**config.mk**
```make
export PLATFORM = sky130hd
export DESIGN_NAME = sync_align_word_swapper
export DESIGN_NICKNAME = d
export VERILOG_FILES = /design/src/hw/rtl/saw_pkg.sv /design/src/hw/rtl/saw_core.sv /design/src/hw/rtl/saw_out_reg.sv /design/src/hw/rtl/sync_align_word_swapper.sv
export VERILOG_INCLUDE_DIRS = /design/src /design/src/hw/rtl
export SDC_FILE = /design/constraint.sdc
export NUM_CORES = 1
export LEC_CHECK = 0
export BUFFER_PORTS_ARGS = -buffer_cell sky130_fd_sc_hd__buf_2
export CORE_ASPECT_RATIO = 1.2
export CORE_UTILIZATION = 59
export DETAILED_ROUTE_END_ITERATION = 10
export PLACE_DENSITY = 0.84
export RECOVER_POWER = 50
export SETUP_SLACK_MARGIN = 0.1
export SLEW_MARGIN = 20
export SYNTH_ARGS = -nofsm -noshare
export SYNTH_HDL_FRONTEND = slang
export SYNTH_HIERARCHICAL = 1
export SYNTH_SLANG_ARGS = --single-unit
```
**constraint.sdc**
```tcl
create_clock -name clock -period 3.52 [get_ports clock]
set_clock_uncertainty 0.05 [all_clocks]
set_input_delay 0.528 -clock clock [delete_from_list [all_inputs] [get_ports clock]]
set_output_delay 0.528 -clock clock [all_outputs]
set_load 0.1 [all_outputs]
```
**src/hw/rtl/assert_macros.svh**
```systemverilog
`ifndef ASSERT_MACROS_SVH
`define ASSERT_MACROS_SVH

`ifndef SYNTHESIS

// property must hold at every clock edge outside reset
`define ASSERT_PROP(label, clk, rst, prop) \
   label: assert property (@(posedge clk) disable iff (rst) prop) \
      else $error("assertion failed");

// expression must never be true outside reset
`define ASSERT_NEVER(label, clk, rst, expr) \
   label: assert property (@(posedge clk) disable iff (rst) !(expr)) \
      else $error("forbidden condition seen");

`else

`define ASSERT_PROP(label, clk, rst, prop)
`define ASSERT_NEVER(label, clk, rst, expr)

`endif

`endif

```
**src/hw/rtl/saw_pkg.sv**
```systemverilog
`timescale 1ns / 1ps

package saw_pkg;

   localparam int unsigned BYTE_W    = 8;
   localparam int unsigned WORD_W    = 32;
   localparam int unsigned HIST_DEPTH = 6;

   localparam logic [BYTE_W-1:0] SYNC_LEAD = 8'hFF;
   localparam logic [BYTE_W-1:0] SYNC_LAST = 8'hAA;

   localparam logic [1:0] LAST_POS = 2'd3;

   typedef enum logic [1:0] {
      STATUS_OK        = 2'd0,
      STATUS_NO_SYNC   = 2'd1,
      STATUS_TRUNCATED = 2'd2
   } status_type;

   typedef struct packed {
      logic              word_valid;
      logic [WORD_W-1:0] out_word;
      logic              stream_done;
      status_type        status;
   } rsp_type;

endpackage

```
**src/hw/rtl/saw_core.sv**
```systemverilog
`timescale 1ns / 1ps

module saw_core (
   input  logic                      clock,
   input  logic                      reset,
   input  logic                      fire,
   input  logic [saw_pkg::BYTE_W-1:0] data_byte,
   input  logic                      end_of_file,
   output logic                      has_result,
   output saw_pkg::rsp_type          result
);
   import saw_pkg::*;

   logic [BYTE_W-1:0] hist_ff [HIST_DEPTH];
   logic [BYTE_W-1:0] hist_in [HIST_DEPTH];
   logic [1:0]        pos_ff, pos_in;
   logic              found_ff, found_in;

   logic              match;
   logic              emit;
   logic              found_now;
   logic [WORD_W-1:0] word;
   status_type        status;

   assign match = !found_ff && (data_byte == SYNC_LAST) && (hist_ff[0] == SYNC_LEAD)
                  && (hist_ff[1] == SYNC_LEAD) && (hist_ff[2] == SYNC_LEAD);
   assign emit       = (found_ff && (pos_ff == LAST_POS)) || match;
   assign found_now  = found_ff || match;
   assign has_result = emit || end_of_file;

   // group alignment of the packed word
   always_comb begin
      if (found_ff) begin
         word = {hist_ff[2], hist_ff[1], hist_ff[0], data_byte};
      end else begin
         case (pos_ff)
            2'd0:    word = {hist_ff[3], hist_ff[2], hist_ff[1], hist_ff[0]};
            2'd1:    word = {hist_ff[4], hist_ff[3], hist_ff[2], hist_ff[1]};
            2'd2:    word = {hist_ff[5], hist_ff[4], hist_ff[3], hist_ff[2]};
            default: word = {hist_ff[2], hist_ff[1], hist_ff[0], data_byte};
         endcase
      end
   end

   always_comb begin
      if (!end_of_file) begin
         status = STATUS_OK;
      end else if (!found_now) begin
         status = STATUS_NO_SYNC;
      end else if (pos_ff != LAST_POS) begin
         status = STATUS_TRUNCATED;
      end else begin
         status = STATUS_OK;
      end
   end

   always_comb begin
      result.word_valid  = emit;
      result.out_word    = emit ? word : '0;
      result.stream_done = end_of_file;
      result.status      = status;
   end

   always_comb begin
      for (int i = 0; i < HIST_DEPTH; i++) begin
         hist_in[i] = hist_ff[i];
      end
      pos_in   = pos_ff;
      found_in = found_ff;
      if (fire) begin
         if (end_of_file) begin
            for (int i = 0; i < HIST_DEPTH; i++) begin
               hist_in[i] = '0;
            end
            pos_in   = '0;
            found_in = 1'b0;
         end else begin
            for (int i = 1; i < HIST_DEPTH; i++) begin
               hist_in[i] = hist_ff[i-1];
            end
            hist_in[0] = data_byte;
            pos_in     = pos_ff + 2'd1;
            found_in   = found_now;
         end
      end
   end

   always_ff @(posedge clock) begin
      if (reset) begin
         for (int i = 0; i < HIST_DEPTH; i++) begin
            hist_ff[i] <= '0;
         end
         pos_ff   <= '0;
         found_ff <= 1'b0;
      end else begin
         hist_ff  <= hist_in;
         pos_ff   <= pos_in;
         found_ff <= found_in;
      end
   end

endmodule

```
**src/hw/rtl/saw_out_reg.sv**
```systemverilog
`timescale 1ns / 1ps

module saw_out_reg (
   input  logic             clock,
   input  logic             reset,
   input  logic             load,
   input  saw_pkg::rsp_type result,
   input  logic             rsp_ready,
   output logic             rsp_valid,
   output logic             out_free,
   output saw_pkg::rsp_type rsp_data
);
   import saw_pkg::*;

   logic    valid_ff, valid_in;
   rsp_type data_ff, data_in;

   assign out_free = !valid_ff || rsp_ready;

   always_comb begin
      valid_in = valid_ff;
      data_in  = data_ff;
      if (load) begin
         valid_in = 1'b1;
         data_in  = result;
      end else if (rsp_ready) begin
         valid_in = 1'b0;
      end
   end

   always_ff @(posedge clock) begin
      if (reset) begin
         valid_ff <= 1'b0;
      end else begin
         valid_ff <= valid_in;
      end
      data_ff <= data_in;
   end

   assign rsp_valid = valid_ff;
   assign rsp_data  = data_ff;

endmodule

```
**src/hw/rtl/sync_align_word_swapper.sv**
```systemverilog
// path: a byte accepted is held in the input register, and its result, if any, is
//   loaded into the output register when the core advances on that byte
// throughput: one byte per cycle while rsp_ready does not stall the output; the output register takes a new result
//   in the same cycle that the old one is transferred
// reset: synchronous, active high; clears history, group position,
//   sync flag and both valid stages
`timescale 1ns / 1ps

`include "assert_macros.svh"

module sync_align_word_swapper (
   input  logic                       clock,
   input  logic                       reset,
   input  logic                       req_valid,
   output logic                       req_ready,
   input  logic [saw_pkg::BYTE_W-1:0] req_data_byte,
   input  logic                       req_end_of_file,
   output logic                       rsp_valid,
   input  logic                       rsp_ready,
   output logic                       rsp_word_valid,
   output logic [saw_pkg::WORD_W-1:0] rsp_out_word,
   output logic                       rsp_stream_done,
   output logic [1:0]                 rsp_status
);
   import saw_pkg::*;

   logic              in_valid_ff, in_valid_in;
   logic [BYTE_W-1:0] in_byte_ff, in_byte_in;
   logic              in_eof_ff, in_eof_in;

   logic    has_result;
   logic    out_free;
   logic    advance;
   rsp_type result;
   rsp_type rsp_data;

   logic              in_stall;
   logic [BYTE_W:0]   in_held;
   logic              status_set;

   assign advance   = in_valid_ff && (!has_result || out_free);
   assign req_ready = !in_valid_ff || advance;

   always_comb begin
      in_valid_in = in_valid_ff;
      in_byte_in  = in_byte_ff;
      in_eof_in   = in_eof_ff;
      if (req_valid && req_ready) begin
         in_valid_in = 1'b1;
         in_byte_in  = req_data_byte;
         in_eof_in   = req_end_of_file;
      end else if (advance) begin
         in_valid_in = 1'b0;
      end
   end

   always_ff @(posedge clock) begin
      if (reset) begin
         in_valid_ff <= 1'b0;
      end else begin
         in_valid_ff <= in_valid_in;
      end
      in_byte_ff <= in_byte_in;
      in_eof_ff  <= in_eof_in;
   end

   saw_core u_core (
      .clock       (clock),
      .reset       (reset),
      .fire        (advance),
      .data_byte   (in_byte_ff),
      .end_of_file (in_eof_ff),
      .has_result  (has_result),
      .result      (result)
   );

   saw_out_reg u_out (
      .clock     (clock),
      .reset     (reset),
      .load      (advance && has_result),
      .result    (result),
      .rsp_ready (rsp_ready),
      .rsp_valid (rsp_valid),
      .out_free  (out_free),
      .rsp_data  (rsp_data)
   );

   assign rsp_word_valid  = rsp_data.word_valid;
   assign rsp_out_word    = rsp_data.out_word;
   assign rsp_stream_done = rsp_data.stream_done;
   assign rsp_status      = rsp_data.status;

   assign in_stall   = in_valid_ff && !advance;
   assign in_held    = {in_byte_ff, in_eof_ff};
   assign status_set = (rsp_status != STATUS_OK);

   `ASSERT_PROP(a_held_byte_stable, clock, reset, in_stall |=> in_valid_ff && $stable(in_held))
   `ASSERT_NEVER(a_empty_result, clock, reset, rsp_valid && !rsp_word_valid && !rsp_stream_done)
   `ASSERT_NEVER(a_status_without_done, clock, reset, rsp_valid && !rsp_stream_done && status_set)

endmodule
```
=== After elaboration in Yosys (flattened, before gate mapping) ===
Index checks and enable logic that the tools add are counted.

* Muxes and demuxes: 11
* Equality and inequality tests: 8
* Reduce and logical (&&, ||, !) cells: 22
* $add $sub $neg: 1

{| class="wikitable"
|+ Operators by type and width
! kind !! count
|-
| $pmux W32 S3 || 1
|-
| $mux W48 || 1
|-
| $eq A8 B8 Y1 const B || 4
|-
| $mux W32 || 1
|-
| $logic_and A1 B1 Y1 || 8
|-
| $logic_or A1 B1 Y1 || 6
|-
| $mux W1 || 6
|-
| $eq A2 B2 Y1 const B || 2
|-
| $logic_not A1 Y1 || 4
|-
| $mux W2 || 2
|-
| $reduce_bool A2 Y1 || 2
|-
| $add A2 B1 Y2 const B || 1
|-
| $eq A2 B1 Y1 const B || 1
|-
| $logic_not A2 Y1 || 1
|-
| $ne A2 B2 Y1 const B || 1
|-
| $reduce_and A2 Y1 || 1
|}

* Word-level logic and storage cells: 59
* Register bits after elaboration: 98
* Input port bits: 13

=== Logic depth before layout (Yosys ltp) ===
Gate-level depths: netlist of run 1.

* Depth after elaboration: 13
* Gate-level depth with buffers: 11
* Depth with buffers taken out: 8

=== Hierarchy ===
Netlist of run 1, hierarchy kept.

{| class="wikitable"
|+ Modules (own cells, without submodules)
! module !! instances !! area an instance (sq um) !! cells an instance
|-
| saw_core || 1 || 3354.5 || 415
|-
| saw_out_reg || 1 || 1127.3 || 40
|-
| sync_align_word_swapper || 1 || 350.3 || 17
|}

=== Least setup slack after synthesis of run 1 ===
Ideal clock, no wire load.

* Kind: register to register
* Start point: reg u_core.pos_ff[0]
* End point: reg u_core/hist_ff[2] (netlist name)
* Setup slack: 1.022 ns
* Path buffers: 5
* Setup time: 0.070 ns
* Cell stages (with the launch flop): 12
* Required time: 3.400 ns
* Data arrival time: 2.377 ns
* Cell sequence: dfxtp_1 -> ha_1 -> clkbuf_1 -> clkbuf_1 -> nand2_1 -> nand3b_1 -> a21boi_0 -> clkbuf_1 -> clkbuf_1 -> clkbuf_1 -> nand3b_1 -> a21oi_1

* Word-level cells in the longest chain between the ends: 7

{| class="wikitable"
|+ RTL lines
! what !! line !! source
|-
| from (decl) || saw_core.sv:16 || <nowiki>logic [1:0] pos_ff, pos_in;</nowiki>
|-
| from (signal assigned) || saw_core.sv:97 || <nowiki>pos_ff <= pos_in;</nowiki>
|-
| $eq A2 B2 Y1 || saw_core.sv:27 || <nowiki>assign emit = (found_ff && (pos_ff == LAST_POS)) || match;</nowiki>
|-
| $logic_and A1 B1 Y1 || saw_core.sv:27 ||
|-
| $logic_or A1 B1 Y1 || saw_core.sv:27 ||
|-
| $logic_or A1 B1 Y1 || saw_core.sv:29 || <nowiki>assign has_result = emit || end_of_file;</nowiki>
|-
| net has_result || sync_align_word_swapper.sv:31 || <nowiki>logic has_result;</nowiki>
|-
| $logic_not A1 Y1 || sync_align_word_swapper.sv:41 || <nowiki>assign advance = in_valid_ff && (!has_result || out_free);</nowiki>
|-
| $logic_or A1 B1 Y1 || sync_align_word_swapper.sv:41 ||
|-
| $logic_and A1 B1 Y1 || sync_align_word_swapper.sv:41 ||
|-
| net advance || sync_align_word_swapper.sv:33 || <nowiki>logic advance;</nowiki>
|-
| to (signal assigned) || saw_core.sv:96 || <nowiki>hist_ff <= hist_in;</nowiki>
|-
| to (decl) || saw_core.sv:14 || <nowiki>logic [BYTE_W-1:0] hist_ff [HIST_DEPTH];</nowiki>
|}

The timed path passes the listed nets, and every way through them passes these cells.
A chain may end at the register's enable or synchronous reset.

=== Worst setup path in the final report of run 1 ===
* Start point: reg in_byte_ff[0]
* End point: out req_ready

* Word-level cells in the longest chain between the ends: 11

{| class="wikitable"
|+ RTL lines
! what !! line !! source
|-
| from (decl) || sync_align_word_swapper.sv:28 || <nowiki>logic [BYTE_W-1:0] in_byte_ff, in_byte_in;</nowiki>
|-
| from (signal assigned) || sync_align_word_swapper.sv:63 || <nowiki>in_byte_ff <= in_byte_in;</nowiki>
|-
| $eq A8 B8 Y1 || saw_core.sv:25 || <nowiki>assign match = !found_ff && (data_byte == SYNC_LAST) && (hist_ff[0] == SYNC_LEAD)</nowiki>
|-
| $logic_and A1 B1 Y1 (2 in series) || saw_core.sv:25 ||
|-
| $logic_and A1 B1 Y1 (2 in series) || saw_core.sv:26 || <nowiki>&& (hist_ff[1] == SYNC_LEAD) && (hist_ff[2] == SYNC_LEAD);</nowiki>
|-
| $logic_or A1 B1 Y1 || saw_core.sv:27 ||
|-
| $logic_or A1 B1 Y1 || saw_core.sv:29 ||
|-
| net has_result || sync_align_word_swapper.sv:31 ||
|-
| $logic_not A1 Y1 || sync_align_word_swapper.sv:41 ||
|-
| $logic_or A1 B1 Y1 || sync_align_word_swapper.sv:41 ||
|-
| $logic_and A1 B1 Y1 || sync_align_word_swapper.sv:41 ||
|-
| $logic_or A1 B1 Y1 || sync_align_word_swapper.sv:42 || <nowiki>assign req_ready = !in_valid_ff || advance;</nowiki>
|-
| to (decl) || sync_align_word_swapper.sv:15 || <nowiki>output logic req_ready,</nowiki>
|}

The timed path passes the listed nets, and every way through them passes these cells.

==> impl_metrics.csv, run 1 <==
group,metric,value,unit
outcome,outcome,"complete, but fails checks",
outcome,violations,"design-rule violations",
final_layout,area_delta_synth_final,6.53,%
power,power_frac_comb,8.6,%
floorplan,fp.dieW,84.6,µm
worst_setup_path,start_kind,"flop",
synth,avgSynthCellArea,10.2,µm²
clocking,cts_max_level,3,
min_path,hp-class,"in2reg",
synth,ys_types,38,
sta,setup_viol_count_final,0,
synth,synthCells,472,
final_layout,drive_above_1_share,9.64,%
placement,dp_hpwl,6880,µm
synth,seq_area_frac_synth,49.9,%
worst_setup_path,rrSetupSlack,0.52,ns
sta,final_max_slew_viol_count,0,
synth,syn-num-nets,489,
power,p_seq_share,59.7,%
final_layout,nets,510,
worst_setup_path,required,2.94,ns
final_layout,multiInputGateArea,0.00214,mm²
global_routing,grt_use_total,27.1,%
sta,holdWs,0.283,ns
clocking,clkSinkCount,98,
power,swShare,26.5,%
global_routing,grt_max_degree,66,
clocking,post_cts_buffers,0,
clocking,clk_pin_slew,0.10,ns
power,power_frac_clock,31.6,%
detailed_routing,via_count,3966,
floorplan,initial_core_util,62.0,%
sta,timing.fmax,330,MHz
detailed_routing,drt_iter0_drc,805,
clocking,cts_resized,0,
synth,synth_warnings,6,
sta,hold_viol_final,0,
sta,rsz0062_at_grt,"no",
placement,pre_cts_ws,0.784,ns
sta,slew_headroom,20.7,%
sta,timing.final.crit_share,86.0,%
sta,setup_ws,0.491,ns
final_layout,layout_common_cells,"dfxtp_1 (53), a21oi_1 (49), nand2b_1 (47), nand3b_1 (47), edfxtp_1 (45)",
floorplan,ios,51,
worst_setup_path,worstPathArrival,2.45,ns
power,peakVddDrop,0.000221,V
placement,dpl.cell_count,574,
clocking,cts_tree,"built",
sta,tightest_slew,1.20,ns
final_layout,ff_latch_area,0.00241,mm²
detailed_routing,antenna_left,0,
clocking,clk_latency,0.36,ns
placement,port_buffers,50,
floorplan,die_y,101,µm
worst_setup_path,crit_type,"reg2out",
power,p_sw,541,µW
power,power.leakage,1.59,nW
floorplan,rows,35,
sta,fin_tns_setup,0,ns
global_routing,grt_pass1_vias,3611,
worst_setup_path,endpoint_kind,"output pin",
detailed_routing,drt_pass1_iterations,11,
clocking,clockRootBuffer,"clkbuf_8",
detailed_routing,wl_per_cell,19.4,µm
clocking,cts_hold_buf,0,
sta,post-route-min-period,3.03,ns
global_routing,antenna_found_initial,0,
power,powerDensity,397,mW/mm²
synth,syn-cell-area,0.00483,mm²
final_layout,antenna_cells,0,
floorplan,core_area,0.00779,mm²
final_layout,fill_cells,644,
global_routing,overflow,0,
clocking,cts_buffers,9,
detailed_routing,wl,11400,µm
synth,synth-seq-cells,98,
power,intPower,1.50,mW
final_layout,final_cells,590,
floorplan,dieArea,0.00856,mm²
global_routing,grt_pass1_wl,18200,µm
detailed_routing,post_drt_via_cell_ratio,6.72,
clocking,cts_buffer_depth,2,
run,cap_viol_max_count,0,
detailed_routing,drc,4,
worst_setup_path,path_max_fanout,8,
placement,place_congestion,0.866,
final_layout,final_common_cell,"dfxtp_1",
==> metrics by stage <==
stage / util, % / total power, mW / area (µm²)
after floorplan: - / 1.39 / 4830
after global placement: 65.0 / 1.42 / 5060
after detailed placement: 65.0 / 1.43 / 5060
after CTS: 67.2 / 2.06 / 5240
after global routing: 66.0 / 2.11 / 5150
final: 66.0 / 2.04 / 5150
==> worst paths after layout <==
kind / start / to / cells after the start
setup reg to reg: in_byte_ff[0] / u_core/hist_ff[40] / 9
hold / removal: req_data_byte[5] / in_byte_ff[5] / 1
hold reg to reg: u_core/hist_ff[6] / u_core/hist_ff[6] / 2
setup / recovery: in_byte_ff[0] / req_ready / 6
==> synthesized netlist by cell type <==
cell type   n  area [µm²]
or2b_1      1        7.51
nand2b_1   47         294
and2_1     18         113
a21oi_2     2        17.5
nand3_2     1        10.0
o211ai_1   28         210
nor2_1      6        22.5
edfxtp_1   45        1350
buf_6       3        33.8
nand3b_4    1        20.0
and3_1      1        6.26
buf_1       3        11.3
buf_2       1        5.00
mux2i_1     1        10.0
inv_1       6        22.5
nand2_1    12        45.0
nand3_1    32         160
nand4_4     1        21.3
nor4_4      2        42.5
buf_4       3        22.5
a21oi_1    49         245
and3_2      1        7.51
a21boi_0    1        7.51
ha_1        4        50.1
dfxtp_1    53        1060
nor3_1      1        5.00
clkbuf_1   41         154
nand4b_2    1        15.0
a222oi_1   25         250
nor2b_1     4        25.0
and2_4      1        8.76
nand4_1    25         156
nand4b_1    1        8.76
nand4b_4    1        23.8
o22ai_1     1        6.26
a221oi_2    1        15.0
nand2b_4    1        13.8
nand3b_1   47         353
==> per-layer routing <==
| metal | up-vias | share of wire [%] | track usage [%] |
|---|---|---|---|
| li1 | 1820 | - | - |
| met1 | 1895 | 41 | 37.1 |
| met2 | 233 | 49 | 44.5 |
| met3 | 18 | 8.7 | 4.81 |
| met5 | - | 0 | 0 |
| met4 | 0 | 1.4 | 8.08 |
==> critical path, cell delays in order, from the launching register on <==
cell	delay [ns]
edfxtp_1	0.42
nand4b_1	0.21
nor4_1	0.44
nand3_1	0.35
nand3b_1	0.28
nand3b_4	0.11
buf_2	0.30
==> power by group through the flow <==
stage | Clock [mW] | Sequential (mW) | Combinational, mW
4_1_cts | 0.654 | 1.22 | 0.180
2_1_floorplan | 0 | 1.32 | 0.0727
3_5_place_dp | 0 | 1.25 | 0.180
6_report | 0.647 | 1.22 | 0.176
3_3_place_gp | 0 | 1.25 | 0.179
5_1_grt | 0.700 | 1.22 | 0.184
==> flip-flops by register name (all words and copies together), names as in the netlist <==
signal	count
u_out/rsp_valid	1
in_eof_ff	1
u_out/rsp_data	36
u_core/hist_ff	48
in_valid_ff	1
u_core/pos_ff	2
u_core/found_ff	1
in_byte_ff	8
==> area by class of cell <==
class / instances / share of cell area (%)
Tap cell: 92 / 2.24
Inverter: 6 / 0.438
Clock inverter: 6 / 0.851
Clock buffer: 10 / 2.48
Multi-Input combinational cell: 317 / 41.6
Sequential cell: 98 / 46.9
Timing Repair Buffer: 61 / 5.52
==> cells by family (layout without fill, tap and decap cells) <==
group,count (synthesis),in the layout,synth area share (%)
adders and majority gates,4,4,1.04
and+or+nand+nor,205,205,28.1
muxes,1,1,0.207
DFF,98,98,49.9
buffers and inverters,57,83,5.15
AOI/OAI and AO/OA,107,107,15.6
Note: power is estimated with default switching activity, not from simulation.
==> run 2, diff against run 1 <==
Clock period 3.52 ns to 2.9 ns, I/O delays scaled along.
==> impl_metrics.csv, run 2 (synthesis gave the netlist of run 1 again) <==
group,metric,value,unit
final_layout,design_area,0.00531,mm²
detailed_routing,wl_per_cell,18.9,µm
power,power_frac_comb,8.2,%
run,cap_viol_max_count,1,
worst_setup_path,rrSetupSlack,0.15,ns
final_layout,largest_register_ffs,48,
detailed_routing,via_count,3954,
clocking,cts_tree,"built",
detailed_routing,drt_pass1_iterations,11,
sta,fin_tns_setup,0,ns
sta,setup_viol_count_final,0,
floorplan,dieArea,0.00856,mm²
floorplan,fp.dieW,84.6,µm
clocking,clk_latency,0.36,ns
floorplan,die_y,101,µm
clocking,clockRootBuffer,"clkbuf_8",
final_layout,layout_common_cells,"dfxtp_1 (53), a21oi_1 (49), nand3b_1 (48)",
global_routing,use_met1,34.5,%
clocking,cts_max_level,3,
placement,place_area,0.00514,mm²
outcome,violations,"design-rule violations, max-capacitance violations, max-slew violations",
global_routing,antenna_found_initial,0,
global_routing,grt_pass1_vias,3624,
sta,timing.fmax,364,MHz
floorplan,initial_core_util,62.0,%
sta,rsz0062_at_grt,"yes",
power,powerDensity,507,mW/mm²
global_routing,grt_max_degree,58,
clocking,clk_pin_slew,0.10,ns
floorplan,ios,51,
power,peakVddDrop,0.000287,V
clocking,clkSinkCount,98,
floorplan,core_area,0.00779,mm²
placement,place_congestion,0.843,
sta,hold_viol_final,0,
detailed_routing,post_drt_via_cell_ratio,6.60,
min_path,hp-class,"in2reg",
placement,port_buffers,50,
sta,slew_headroom,-21.1,%
detailed_routing,drc,4,
clocking,cts_hold_buf,0,
global_routing,top_usage_layer,"met2",
sta,final_max_slew_viol_count,54,
power,p_seq_share,55.0,%
global_routing,grt_use_total,27.3,%
power,intPower,2.03,mW
floorplan,rows,35,
power,power.leakage,1.67,nW
sta,timing.final.crit_share,94.8,%
final_layout,regMostFlops,"u_core/hist_ff",
clocking,cts_buffers,9,
worst_setup_path,worstPathArrival,2.85,ns
worst_setup_path,endpoint_kind,"flop",
power,swShare,24.5,%
worst_setup_path,required,3.00,ns
global_routing,grtUsageMet3,4.24,%
detailed_routing,antenna_left,0,
sta,holdWs,0.188,ns
final_layout,drive_above_1_share,11.2,%
worst_setup_path,path_max_fanout,24,
worst_setup_path,crit_type,"reg2reg",
placement,dp_hpwl,7000,µm
power,p_sw,659,µW
clocking,cts_buffer_depth,2,
worst_setup_path,start_kind,"flop",
final_layout,final_common_cell,"dfxtp_1",
global_routing,use_met2,45.2,%
power,power_frac_clock,36.8,%
detailed_routing,drt_iter0_drc,541,
global_routing,grt_pass1_wl,18100,µm
sta,tightest_slew,1.82,ns
final_layout,nets,519,
global_routing,overflow,0,
detailed_routing,wl,11300,µm
outcome,outcome,"complete, but fails checks",
final_layout,antenna_cells,0,
sta,post-route-min-period,2.75,ns
final_layout,area_delta_synth_final,9.81,%
## run 2: cell types whose count changed in the layout (fill, tap and decap cells not counted), moves of 2 or more
cell / delta
buf_4: +6
bufinv_16: +2
clkinv_4: -2
inv_6: +2
## run 2: worst paths after layout
path | start | to | cells past startpoint
hold reg to reg | u_core/hist_ff[2] | u_core/hist_ff[2] | 2
setup / recovery | in_byte_ff[0] | u_out/rsp_data[25] | 5
setup reg to reg | in_byte_ff[0] | u_out/rsp_data[25] | 5
hold / removal | req_data_byte[0] | in_byte_ff[0] | 1
## run 2: area by class of cell
cell class                      instances  area (µm²)
Tap cell                               92         115
Multi-Input combinational cell        317        2160
Timing Repair Buffer                   70         370
Sequential cell                        98        2410
Inverter                                6        22.5
Fill cell                             598        2490
Clock inverter                          5        85.1
Clock buffer                           11         141
## run 2: metal layers
layer	part of all wire [%]	routed length, µm
met5	0	0
met4	3.8	427
met3	8.0	901
met2	48	5460
met1	40	4520
## run 2: worst max-delay path: stages (launching register included)
cell and delay (ns):
edfxtp_1 0.44, nand4b_1 0.26, nor4_4 0.35, clkbuf_2 0.51
nand4_4 0.47, o211ai_1 0.44
## run 2: per-stage QoR
step                instances  util, %  total power, mW  setup WS, ns
detailed placement        582     65.9             1.73        0.0745
global route              599     68.1             2.76        0.0459
finish                    599     68.1             2.69         0.150
global placement          582     65.9             1.73         0.186
floorplan                 472        -             1.69         0.402
CTS                       598     68.8             2.71        0.0733
## run 2: repair_timing
item	4_1_cts	5_1_grt
setup endpoints to repair	11	12
gates resized for setup	0	1
hold endpoints to repair	0	0
buffers inserted	0	0
pin swaps	1	0
## run 2: power by group through the flow
stage / logic, mW / clock network (mW) / registers [mW]
final: 0.221 / 0.990 / 1.48
after global routing: 0.232 / 1.05 / 1.48
after CTS: 0.222 / 1.00 / 1.48
after detailed placement: 0.222 / 0 / 1.51
after global placement: 0.218 / 0 / 1.51
after floorplan: 0.0883 / 0 / 1.60
==> run 3, diff against run 2 <==
Settings changed: CORE_UTILIZATION 59 to 61, CTS_BUF_LIST set to sky130_fd_sc_hd__clkbuf_8, PLACE_DENSITY 0.84 to 0.86.
==> impl_metrics.csv, run 3 (synthesis gave the netlist of run 1 again) <==
group,metric,value,unit
outcome,outcome,"complete, but fails checks",
outcome,violations,"max-capacitance violations, max-slew violations",
min_path,min_path_cells,1,
final_layout,area_delta_synth_final,7.98,%
min_path,holdPathEnd,"in_byte_ff[6]",
floorplan,initial_core_util,63.1,%
detailed_routing,drc,0,
sta,hold_viol_final,0,
clocking,clockRootBuffer,"clkbuf_8",
global_routing,grt_use_total,27.6,%
final_layout,final_cells,594,
sta,final_max_slew_viol_count,54,
clocking,cts_buffers,9,
sta,rsz0062_at_grt,"no",
floorplan,fp.dieW,83.3,µm
clocking,clk_pin_slew,0.09,ns
sta,tightest_slew,1.80,ns
final_layout,regMostFlops,"u_core/hist_ff",
worst_setup_path,cp_slowest_stage_delay,0.44,ns
clocking,cts_hold_buf,0,
final_layout,layout_common_cells,"dfxtp_1 (51), a21oi_1 (49), nand2b_1 (47), nand3b_1 (47), edfxtp_1 (45)",
worst_setup_path,start_kind,"flop",
sta,setup_viol_count_final,0,
worst_setup_path,crit_type,"reg2out",
worst_setup_path,worstPathArrival,2.16,ns
worst_setup_path,path_max_fanout,8,
sta,slew_headroom,-19.8,%
detailed_routing,post_drt_via_cell_ratio,6.68,
final_layout,largest_register_ffs,48,
worst_setup_path,crit_buf_inv,1,
detailed_routing,wl,11200,µm
clocking,clkSinkCount,98,
global_routing,grt_pass1_wl,18000,µm
floorplan,dieArea,0.00828,mm²
global_routing,antenna_found_initial,0,
global_routing,grt_pass1_vias,3614,
run,cap_viol_max_count,1,
sta,timing.fmax,378,MHz
worst_setup_path,rrSetupSlack,0.30,ns
final_layout,multiInputGateArea,0.00217,mm²
floorplan,die_y,99.5,µm
worst_setup_path,endpoint_kind,"output pin",
placement,place_congestion,0.807,
global_routing,grt_max_degree,58,
final_layout,fill_cells,610,
worst_setup_path,cpMaxStageDelayCell,"edfxtp_1",
worst_setup_path,path_cells,"nand4b_2 > nor4_4 > nand3_2 > nand3b_1 > nand3b_2 > buf_4",
final_layout,ff_latch_area,0.00241,mm²
detailed_routing,via_count,3969,
worst_setup_path,r2r-end,"u_out/rsp_data[25]",
power,power.leakage,1.66,nW
min_path,hp-class,"in2reg",
placement,dp_hpwl,7140,µm
clocking,cts_max_level,3,
final_layout,antenna_cells,0,
detailed_routing,wl_per_cell,18.9,µm
clocking,cts_buffer_depth,2,
floorplan,core_area,0.00766,mm²
detailed_routing,antenna_left,0,
placement,dpl.cell_count,577,
sta,timing.final.crit_share,91.2,%
worst_setup_path,cp_top_family,"simple AND/OR/NAND/NOR gates",
final_layout,drive_above_1_share,10.8,%
power,peakVddDrop,0.000415,V
power,powerDensity,473,mW/mm²
power,p_total,2.47,mW
clocking,cts_tree,"built",
detailed_routing,drt_iter0_drc,696,
floorplan,rows,35,
sta,post-route-min-period,2.64,ns
placement,port_buffers,50,
clocking,clk_latency,0.37,ns
detailed_routing,drt_pass1_iterations,10,
worst_setup_path,r2r_start,"in_byte_ff[0]",
sta,fin_tns_setup,0,ns
global_routing,overflow,0,
final_layout,nets,515,
final_layout,final_common_cell,"dfxtp_1",
worst_setup_path,required,2.41,ns
min_path,hp-start,"req_data_byte[6]",
worst_setup_path,ff2ff_path_depth,5,
floorplan,ios,51,
==> run 3: changes by cell type in the layout (fill, tap and decap cells not counted), sizes merged <==
cell | before | now
buf | 30 | 27
bufinv | 2 | 0
clkbuf | 51 | 49
clkinv | 0 | 3
clkinvlp | 1 | 0
==> run 3: how the worst max path moves through the flow <==
stage	end	startpoint	slack, ns	depth (start not counted)
2_1_floorplan	u_core/hist_ff[2]	u_core/pos_ff[0]	0.40	11
3_3_place_gp	req_ready	in_byte_ff[0]	0.56	6
3_5_place_dp	u_out/rsp_data[31]	in_byte_ff[0]	0.48	6
4_1_cts	req_ready	in_byte_ff[0]	0.11	6
5_1_grt	req_ready	u_core/hist_ff[38]	0.11	6
6_report	req_ready	in_byte_ff[0]	0.26	6
==> run 3: report_power, final <==
part	internal, mW	total (mW)	switching, mW
registers	1.46	1.48	0.0189
clock network	0.322	0.766	0.444
logic	0.0506	0.217	0.167
total	1.84	2.47	0.629
==> run 3: timing repair <==
action                     4_1_cts  5_1_grt
setup buffers                    0        2
setup endpoints to repair        0        1
gates resized for setup          0        4
hold endpoints to repair         0        0
==> run 3: area by class of cell <==
type / count / share of cell area (%)
multi-input cells: 317 / 41.6
repair buffers: 66 / 6.38
inverters: 6 / 0.432
clock inverters: 5 / 0.480
well taps: 92 / 2.21
clock buffers: 10 / 2.64
flip-flops and latches: 98 / 46.3
==> run 3: stage by stage <==
| stage | setup slack (ns) | hold slack, ns | instance area, µm² | utilization (%) |
|---|---|---|---|---|
| final | 0.255 | 0.179 | 5220 | 68.1 |
| after global routing | 0.113 | 0.169 | 5220 | 68.1 |
| after CTS | 0.108 | 0.173 | 5260 | 68.7 |
| after detailed placement | 0.479 | 0.413 | 5100 | 66.5 |
| after global placement | 0.564 | 0.404 | 5100 | 66.5 |
| after floorplan | 0.402 | 0.395 | 4830 | - |
==> run 3: layer usage <==
metal  vias up  share of wire, %  GRT usage [%]
li1       1826                 -              -
met1      1922                41           36.3
met2       189                49           44.8
met3        32               6.6           3.65
met4         0               2.7           14.3
met5         -                 0              0
